**src/rtl/bpml_pkg.sv**
```systemverilog
`timescale 1ns / 1ps

package bpml_pkg;

  localparam int BYTE_W   = 8;
  localparam int IDX_W    = 7;
  localparam int LEN_W    = 8;
  localparam int LIMIT_W  = 16;
  localparam int OFFSET_W = 32;
  localparam int APB_AW   = 3;
  localparam int APB_DW   = 32;

  localparam logic [LIMIT_W-1:0] MAX_MATCHES = 16'd65535;

  localparam logic [LEN_W-1:0]   LEN_RESET   = 8'd80;
  localparam logic [LIMIT_W-1:0] LIMIT_RESET = 16'd255;

  typedef enum logic [1:0] {
    OP_LOAD    = 2'd0,
    OP_SCAN    = 2'd1,
    OP_RESTART = 2'd2
  } op_t;

  typedef enum logic {
    REG_PATTERN_LENGTH = 1'b0,
    REG_MATCH_LIMIT    = 1'b1
  } reg_idx_t;

  // pattern byte write
  typedef struct packed {
    logic              en;
    logic [IDX_W-1:0]  idx;
    logic [BYTE_W-1:0] data;
  } pat_wr_t;

  // window control
  typedef struct packed {
    logic shift;
    logic clear;
  } win_ctl_t;

endpackage

```
**src/rtl/bpml_window.sv**
```systemverilog
`timescale 1ns / 1ps

module bpml_window #(
  parameter int MAX_PATTERN = 128
) (
  input  logic                          clk,
  input  logic                          rst_n,
  input  bpml_pkg::win_ctl_t            ctl,
  input  logic [bpml_pkg::BYTE_W-1:0]   din,
  output logic [bpml_pkg::BYTE_W-1:0]   win_nxt [MAX_PATTERN],
  output logic [$clog2(MAX_PATTERN + 1)-1:0] fill_nxt
);

  localparam int FILL_W = $clog2(MAX_PATTERN + 1);

  logic [bpml_pkg::BYTE_W-1:0] win_r [MAX_PATTERN];
  logic [FILL_W-1:0]           fill_r;

  // entry k holds the byte scanned k bytes ago
  always_comb begin
    win_nxt[0] = din;
    for (int k = 1; k < MAX_PATTERN; k++) begin
      win_nxt[k] = win_r[k-1];
    end
  end

  assign fill_nxt = (fill_r == FILL_W'(MAX_PATTERN)) ? fill_r : fill_r + FILL_W'(1);

  always_ff @(posedge clk) begin
    if (ctl.shift) begin
      win_r <= win_nxt;
    end
  end

  // contents need no clear: the fill count gates every compare
  always_ff @(posedge clk) begin
    if (!rst_n) begin
      fill_r <= '0;
    end else if (ctl.clear) begin
      fill_r <= '0;
    end else if (ctl.shift) begin
      fill_r <= fill_nxt;
    end
  end

endmodule

```
**config.mk**
```make
export PLATFORM = sky130hd
export DESIGN_NAME = bpml_window
export DESIGN_NICKNAME = d
export VERILOG_FILES = /design/src/rtl/bpml_pkg.sv /design/src/rtl/bpml_window.sv
export SDC_FILE = /design/constraint.sdc
export NUM_CORES = 1
export LEC_CHECK = 0
export ABC_AREA = 1
export BUFFER_PORTS_ARGS = -buffer_cell sky130_fd_sc_hd__buf_4
export CAP_MARGIN = 5
export CORE_AREA = 2 2 402 404
export DETAILED_ROUTE_END_ITERATION = 16
export DIE_AREA = 0 0 404 406
export PLACE_DENSITY = 0.35
export RECOVER_POWER = 50
export SETUP_SLACK_MARGIN = 0.02
export SLEW_MARGIN = 20
export SYNTH_ARGS = -nofsm -noshare
export SYNTH_HDL_FRONTEND = slang
export SYNTH_SLANG_ARGS = --single-unit
```
**constraint.sdc**
```tcl
create_clock -name clk -period 1.2 [get_ports clk]
set_clock_uncertainty 0.1 [all_clocks]
set_input_delay 0.06 -clock clk [delete_from_list [all_inputs] [get_ports clk]]
set_output_delay 0.06 -clock clk [all_outputs]
set_load 0.02 [all_outputs]
```
Word level (Yosys, flattened, before mapping)
Index checks and enable logic that the tools add are counted.

Flip-flop bits (word level): 1024. Output and inout bits: 1032.

Add/sub/neg operators: 1. Equality and inequality tests: 1. Muxes and demuxes: 1. Bitwise gates (word level): 1. Reductions and logical operators: 1.

Operators with widths (count): $add A8 B1 Y8 const B (1); $eq A8 B8 Y1 const B (1); $mux W8 (1); $reduce_or A2 Y1 (1); $not A1 Y1 (1).

Longest topological paths before layout
Gate-level depths: netlist of the first run.

Word-level depth: 2. Depth in mapped cells: 9. Gate-level depth less buffers: 9.

Worst setup path before layout of the first run
No wires, ideal clock.

Kind: flip-flop to flip-flop. Start: register fill_r[1]. End: register fill_r[6]. Setup time: 0.114 ns. Arrival time: 1.170 ns. Data required time: 0.986 ns. Path slack: -0.184 ns. Stages on the path, launching flop included: 7. Period minus slack after synthesis: 1.384 ns. Cell sequence: dfxtp_1 ha_1 nand3_2 o21ai_1 nand2_1 o21ai_1 inv_1.

Longest elaborated chain between the ends: 2. Elaborated cells on any way between the ends: 3. Those cells by class: add/sub: 1; eq/ne: 1; mux: 1.

RTL lines: start: declaration (RTL line bpml_window.sv:17) `logic [FILL_W-1:0] fill_r;`; start signal: assignment (RTL line bpml_window.sv:42) `fill_r <= fill_nxt;`; $add A8 B1 Y8 or $eq A8 B8 Y1 (tied branches) (RTL line bpml_window.sv:27) `assign fill_nxt = (fill_r == FILL_W'(MAX_PATTERN)) ? fill_r : fill_r + FILL_W'(1);`; $mux W8 * (RTL line bpml_window.sv:27); via fill_nxt[6] (RTL line bpml_window.sv:11) `output logic [$clog2(MAX_PATTERN + 1)-1:0] fill_nxt`.

Mark *: on every way through the listed nets, which the timed path passes. The rest lies on a longest branch. A chain may end at the register's enable or synchronous reset.

Worst setup path in the final report of the first run
Start: register fill_r[0]. End: output port fill_nxt[7].

Longest elaborated chain between the ends: 2. Elaborated cells on any way between the ends: 3. Those cells by class: add/sub: 1; eq/ne: 1; mux: 1.

RTL lines (RTL line): $add A8 B1 Y8 or $eq A8 B8 Y1 (tied branches) (bpml_window.sv:27); $mux W8 * (bpml_window.sv:27); end: declaration (bpml_window.sv:11).

Every way passes the cells marked *; elsewhere a longest branch is shown, timed or not.

==> out/qor.csv, run 1 <==
stage,metric,value,unit
outcome,status,"finished, violations left",
outcome,failed_checks,setup timing,
place,dp_hpwl,82000,um
power_and_ir_drop,comb_power_share,11.2,%
yosys,syn-cell-area,31200,um^2
critical_path,crit_path_end,fill_nxt[7],
yosys,synthTopCellsByArea,"edfxtp_1, dfxtp_1, nand2_1",
sta,period_share,163,%
critical_path,end_kind,primary output,
cts,cts_buffer_depth,3,
final_layout,synthToLayoutAreaGrowth,75.9,%
critical_path,worstSetupPathType,register to primary output,
route,drt-total-wl,109000,um
critical_path,slowest_delay,380,ps
yosys,ys_types,20,
min_path,min_path_type,input port to register,
cts,path_clk_slew,60,ps
sta,setup_viol,2002,
yosys,synth_cells,1120,
critical_path,r2r-end,fill_r[6]$_SDFFE_PP0P_,
power_and_ir_drop,power.total,0.0865,W
power_and_ir_drop,switching_share,24.2,%
cts,cts_buffers,114,
critical_path,r2r_slack,-190,ps
final_layout,nets,3008,
cts,cts_root_buf,clkbuf_16,
place,port_buffers,1043,
sta,max_freq,0.512,GHz
floorplan,fp-row-count,147,
route,dr.first_iter.drc_count,1156,
yosys,synth_top_area_cell,edfxtp_1,
final_layout,postLayoutCoreUtil,34.3,%
place,place_congestion,0.816,
place,dp_slack,-95.6,ps
final_layout,diodes,0,
cts,cts_sinks,1024,
critical_path,critPathLaunch,fill_r[0]$_SDFFE_PP0P_,
power_and_ir_drop,p_clk_share,38.8,%
final_layout,drive_gt1_share,62.1,%
critical_path,r2r_start,fill_r[0]$_SDFFE_PP0P_,
floorplan,dieArea,164000,um^2
sta,drv_slew,0,
cts,tritoncts,done,
critical_path,cp-start-kind,register,
flow_run,max_cap_viol_count,0,
global_routing,antenna_found_initial,0,
critical_path,path_cells,"inv_4, buf_4, nor2_4, nand3_1, nand2_2, nand2_1, buf_6",
floorplan,die-width,404,um
sta,fin_crit,1950,ps
floorplan,die_h,406,um
route,routedWlPerCell,21.1,um
final_layout,finalNonFillerCells,5175,
critical_path,cp.arrival,1790,ps
yosys,synth_nets,1134,
route,via_per_inst,3.60,
route,firstDrtPassIters,7,
yosys,synth.avg_cell_area,27.8,um^2
power_and_ir_drop,seqPwrFrac,50.0,%
route,ant_nets,0,
sta,setup_slack,-753,ps
global_routing,grt_pass1_wl,148000,um
cts,htreeDepth,3,
route,vias,18600,
yosys,ys_warn_count,0,
yosys,synth.top_cell.area_share,97.9,%
critical_path,worstPathRequired,1040,ps
sta,relSlewSlack,57.0,%
place,dp.cells,4330,
power_and_ir_drop,p_sw,0.0210,W
global_routing,grt_overflow,0,
power_and_ir_drop,leakagePower,21.8,nW
final_layout,fill_cells,15300,
critical_path,slowest_stage,dfxtp_4,
floorplan,initial_core_util,19.5,%
power_and_ir_drop,p_per_area,1580,nW/um^2
power_and_ir_drop,ir_worst_vdd,1.17,mV
sta,finalHoldViolations,0,
sta,worst_slew_pin_slew,645,ps
critical_path,critPathMaxFanout,4,
sta,tns,-380630,ps
critical_path,r2r_cells,7,
yosys,ys_seq_elements,1024,
global_routing,grt_max_degree,49,
route,drc,0,
yosys,yosysSeqAreaShare,98.4,%
global_routing,grt_use_total,12.6,%
floorplan,ios,1044,
floorplan,core-area,160000,um^2
global_routing,grt_pass1_vias,19600,
sta,rsz0062_at_grt,yes,
cts,clk_latency,720,ps
power_and_ir_drop,intPower,0.0655,W
-- cells in the mapped netlist (all sizes together) --
| library cell | instances |
|---|---|
| a21oi | 8 |
| buf | 10 |
| dfxtp | 8 |
| edfxtp | 1016 |
| ha | 2 |
| inv | 22 |
| nand2 | 27 |
| nand3 | 10 |
| nand4 | 1 |
| nor2 | 7 |
| o21ai | 7 |
| xor2 | 2 |
-- worst min-delay path by stage --
stage,start,endpoint,slack (ps),depth (start not counted)
5_1_grt,ctl[0],fill_r[4]$_SDFFE_PP0P_,70,5
4_1_cts,ctl[0],fill_r[2]$_SDFFE_PP0P_,4,5
3_3_place_gp,din[4],win_nxt[1012]$_DFFE_PP_,150,1
6_report,ctl[0],fill_r[2]$_SDFFE_PP0P_,100,5
2_1_floorplan,din[0],win_nxt[1008]$_DFFE_PP_,60,0
3_5_place_dp,din[4],win_nxt[1012]$_DFFE_PP_,150,1
-- timing repair --
item / in CTS / in global routing
resized for setup: 1042 / 21
endpoints found under the hold margin: 796 / 0
setup endpoints to repair: 1030 / 1031
pin swaps: 7 / 11
setup buffers: 455 / 166
hold buffers: 19 / 0
-- final cells by class --
| type | count | area, um^2 | area share (%) |
|---|---|---|---|
| flip-flops and latches | 1024 | 30700 | 56.0 |
| repair buffers | 1768 | 17400 | 31.7 |
| clock buffers | 141 | 2950 | 5.39 |
| multi-input cells | 64 | 464 | 0.847 |
| inverters | 22 | 87.6 | 0.160 |
| well taps | 2086 | 2610 | 4.76 |
| clock inverters | 70 | 639 | 1.17 |
-- cells in the final DEF, fill, tap and decap left out, types with 3 or more instances in the layout --
cell type,n
bufinv_16,7
dfxtp_4,3
nor2_4,4
edfxtp_1,1016
nand3_1,5
clkinv_2,19
buf_6,1029
clkbuf_1,53
nand2_1,17
buf_4,371
nand2_2,10
a21oi_1,8
o21ai_2,5
clkinvlp_4,3
clkbuf_16,114
clkinv_16,4
nand3_2,3
inv_2,6
clkinv_1,30
dlygate4sd3_1,19
inv_1,14
dfxtp_1,3
clkbuf_4,297
buf_12,24
-- worst max-delay path, delay by kind of cell (launching register included) --
family | cells | cell delay (ps)
buffers and inverters | 3 | 320
flip-flops | 1 | 380
AND/OR/NAND/NOR | 4 | 350
-- routing by layer --
metal	track usage, %	wire length, um	vias up
met5	0	0	-
met4	3.57	2130	0
met3	6.54	13200	124
met2	22.6	57100	830
met1	12.6	36900	9403
li1	-	-	8261
-- registers in the layout, indices dropped and copies added, names as in the netlist --
name,count
fill_r,8
win_nxt,1016
-- kinds of logic after synthesis --
| kind of cell | Yosys count | synth area share (%) |
|---|---|---|
| simple gates | 45 | 0.695 |
| fa+ha+maj | 2 | 0.0803 |
| xor+xnor | 2 | 0.0562 |
| compound gates | 15 | 0.241 |
| flops | 1024 | 98.4 |
| buf+inv | 32 | 0.510 |
-- metrics by stage --
stage / cell area [um^2] / hold WS [ps]
after floorplan: 31200 / 58.9
after global placement: 42600 / 149
after detailed placement: 42600 / 150
after CTS: 53700 / 3.82
after global routing: 54800 / 68.7
final: 54800 / 96.6
-- power by group through the flow --
stage | Sequential, W | Clock [W] | Combinational (W)
after floorplan | 0.0456 | 0 | 0.000137
after global placement | 0.0439 | 0 | 0.00721
after detailed placement | 0.0438 | 0 | 0.00717
after CTS | 0.0433 | 0.0348 | 0.00960
after global routing | 0.0435 | 0.0361 | 0.0102
final | 0.0433 | 0.0335 | 0.00972
Note: power is estimated with default switching activity, not from simulation.
==> run 2, diff against run 1 <==
==> constraint.sdc (replaced) <==
create_clock -name clk -period 1.2 [get_ports clk]
set_clock_uncertainty 0.1 [all_clocks]
set_input_delay 0.18 -clock clk [delete_from_list [all_inputs] [get_ports clk]]
set_output_delay 0.18 -clock clk [all_outputs]
set_load 0.02 [all_outputs]
==> run 2 against run 1 <==
  * The flow still finishes with violations (setup timing)
  * First-iteration DRC count decreased by 6.5%
  * Setup slack got worse by 150 ps
  * Sequential power about the same
  * Clock-buffer cell count increased by 1
  * Clock power decreased by 4%
  * Via count increased by 1.5%
  * Die area unchanged
  * Wire length increased by 1.5%
  * Sequential share of layout area decreased by 0.35 points
  * Hold slack improved by 79 ps
==> out/qor.csv, run 2 (same netlist as run 1, synthesis figures left out) <==
stage,metric,value,unit
critical_path,end_kind,primary output,
cts,cts_buffer_depth,3,
route,routedWlPerCell,21.3,um
outcome,failed_checks,setup timing,
place,dpl_cell_area,42700,um^2
critical_path,worstSetupPathType,register to primary output,
sta,relSlewSlack,75.9,%
power_and_ir_drop,ir_worst_vdd,1.23,mV
power_and_ir_drop,p_per_area,1550,nW/um^2
power_and_ir_drop,power.total,0.0854,W
critical_path,r2r-end,fill_r[7]$_SDFFE_PP0P_,
route,drt-total-wl,111000,um
sta,rsz0062_at_grt,yes,
final_layout,layout_common_cells,"buf_6, edfxtp_1, buf_4",
floorplan,fp-row-count,147,
cts,cts_sinks,1024,
final_layout,largest_register_ffs,1016,
critical_path,worstPathRequired,920,ps
final_layout,final_cell_area,55200,um^2
sta,finalHoldViolations,0,
critical_path,cp.depth,6,
cts,clk_latency,740,ps
floorplan,ios,1044,
cts,cts_root_buf,clkbuf_16,
place,place_congestion,0.813,
route,via_per_inst,3.62,
place,port_buffers,1043,
sta,setup_slack,-908,ps
critical_path,cp.arrival,1830,ps
global_routing,grt_max_degree,53,
floorplan,dieArea,164000,um^2
outcome,status,"finished, violations left",
final_layout,postLayoutCoreUtil,34.6,%
critical_path,r2r_cells,9,
sta,period_share,176,%
critical_path,critical_path.top_delay_family,simple AND/OR/NAND/NOR gates,
critical_path,crit_path_end,fill_nxt[7],
global_routing,antenna_found_initial,2,
critical_path,cp-start-kind,register,
critical_path,r2r_slack,-310,ps
critical_path,cp_common_cell,buf_6,
sta,hold_slack,175,ps
power_and_ir_drop,leakagePower,21.9,nW
final_layout,drive_gt1_share,62.6,%
cts,htreeDepth,3,
critical_path,r2r_start,fill_r[1]$_SDFFE_PP0P_,
sta,drv_slew,0,
final_layout,layout_commonest_cell,buf_6,
route,ant_nets,0,
place,dp_hpwl,81500,um
sta,worst_slew_pin_slew,362,ps
cts,path_clk_slew,60,ps
floorplan,core-area,160000,um^2
place,dp_slack,-185,ps
final_layout,diodes,0,
critical_path,path_buf_inv,2,
route,vias,18900,
route,dr.first_iter.drc_count,1081,
cts,cts_buffers,111,
flow_run,max_cap_viol_count,0,
route,drc,0,
floorplan,die-width,404,um
global_routing,grt_pass1_wl,149000,um
critical_path,critPathMaxFanout,3,
critical_path,slowest_stage,dfxtp_4,
cts,tritoncts,done,
global_routing,grt_overflow,0,
final_layout,synthToLayoutAreaGrowth,77.1,%
critical_path,path_cells,"buf_6, nand2_4, nor2_4, nand4_1, nand2_2, buf_6",
floorplan,die_h,406,um
sta,fin_crit,2110,ps
sta,setup_viol,2024,
route,firstDrtPassIters,4,
global_routing,grt_pass1_vias,19800,
critical_path,slowest_delay,380,ps
min_path,min_path_type,input port to register,
final_layout,nets,3057,
global_routing,grt_use_total,12.6,%
critical_path,critPathLaunch,fill_r[1]$_SDFFE_PP0P_,
floorplan,initial_core_util,19.5,%
sta,max_freq,0.474,GHz
==> run 2: cell count changes in the layout (fill, tap and decap cells not counted), sizes merged <==
| cell | delta |
|---|---|
| bufinv | -3 |
| buf | +40 |
| clkinv | -12 |
| clkinvlp | -1 |
| dlygate4sd3 | -2 |
| inv | +1 |
| clkbuf | +15 |
==> run 2: power breakdown <==
part	total (W)	internal, W	switching (W)
Combinational	0.00994	0.00495	0.00499
Sequential	0.0433	0.0417	0.00156
Clock	0.0322	0.0179	0.0143
Total	0.0854	0.0646	0.0208
==> run 2: worst reg2reg max path: cells and delay by family (launching register included) <==
family,cells,cell delay [ps]
buffers and inverters,4,480
DFF,1,380
and+or+nand+nor,5,520
==> run 2: layer usage <==
layer  GRT usage [%]  part of all wire [%]
met1            13.4                    36
met2            21.8                    50
met3            6.72                    12
met4            3.42                   2.3
met5               0                     0
==> run 2: area by class of cell <==
cell class | instances | area, um^2
clock inverters | 55 | 497
repair buffers | 1820 | 17900
multi-input cells | 64 | 499
clock buffers | 142 | 2890
fillers | 15300 | 104000
flip-flops and latches | 1024 | 30700
inverters | 22 | 90.1
well taps | 2086 | 2610
==> run 2: what timing repair did <==
item,4_1_cts,5_1_grt
setup endpoints to repair,1031,1074
setup buffers,460,202
hold endpoints to repair,191,0
pin swaps,18,10
gates cloned,0,4
hold buffers,17,0
gates resized for setup,1050,25
==> run 2: how the worst min path moves through the flow <==
stage,from,to,slack (ps),cells past startpoint
2_1_floorplan,din[0],win_nxt[1008]$_DFFE_PP_,180,0
3_3_place_gp,din[0],win_nxt[1008]$_DFFE_PP_,270,1
3_5_place_dp,din[1],win_nxt[1009]$_DFFE_PP_,270,1
4_1_cts,din[7],win_nxt[1015]$_DFFE_PP_,10,2
5_1_grt,din[7],win_nxt[1015]$_DFFE_PP_,120,2
6_report,din[7],win_nxt[1015]$_DFFE_PP_,180,2
==> run 2: per-stage QoR <==
step | instances | TNS (ps)
2_1_floorplan | 1120 | -15.8
3_3_place_gp | 4334 | -90650
3_5_place_dp | 4334 | -107230
4_1_cts | 5008 | -492190
5_1_grt | 5213 | -632140
6_report | 5213 | -542470
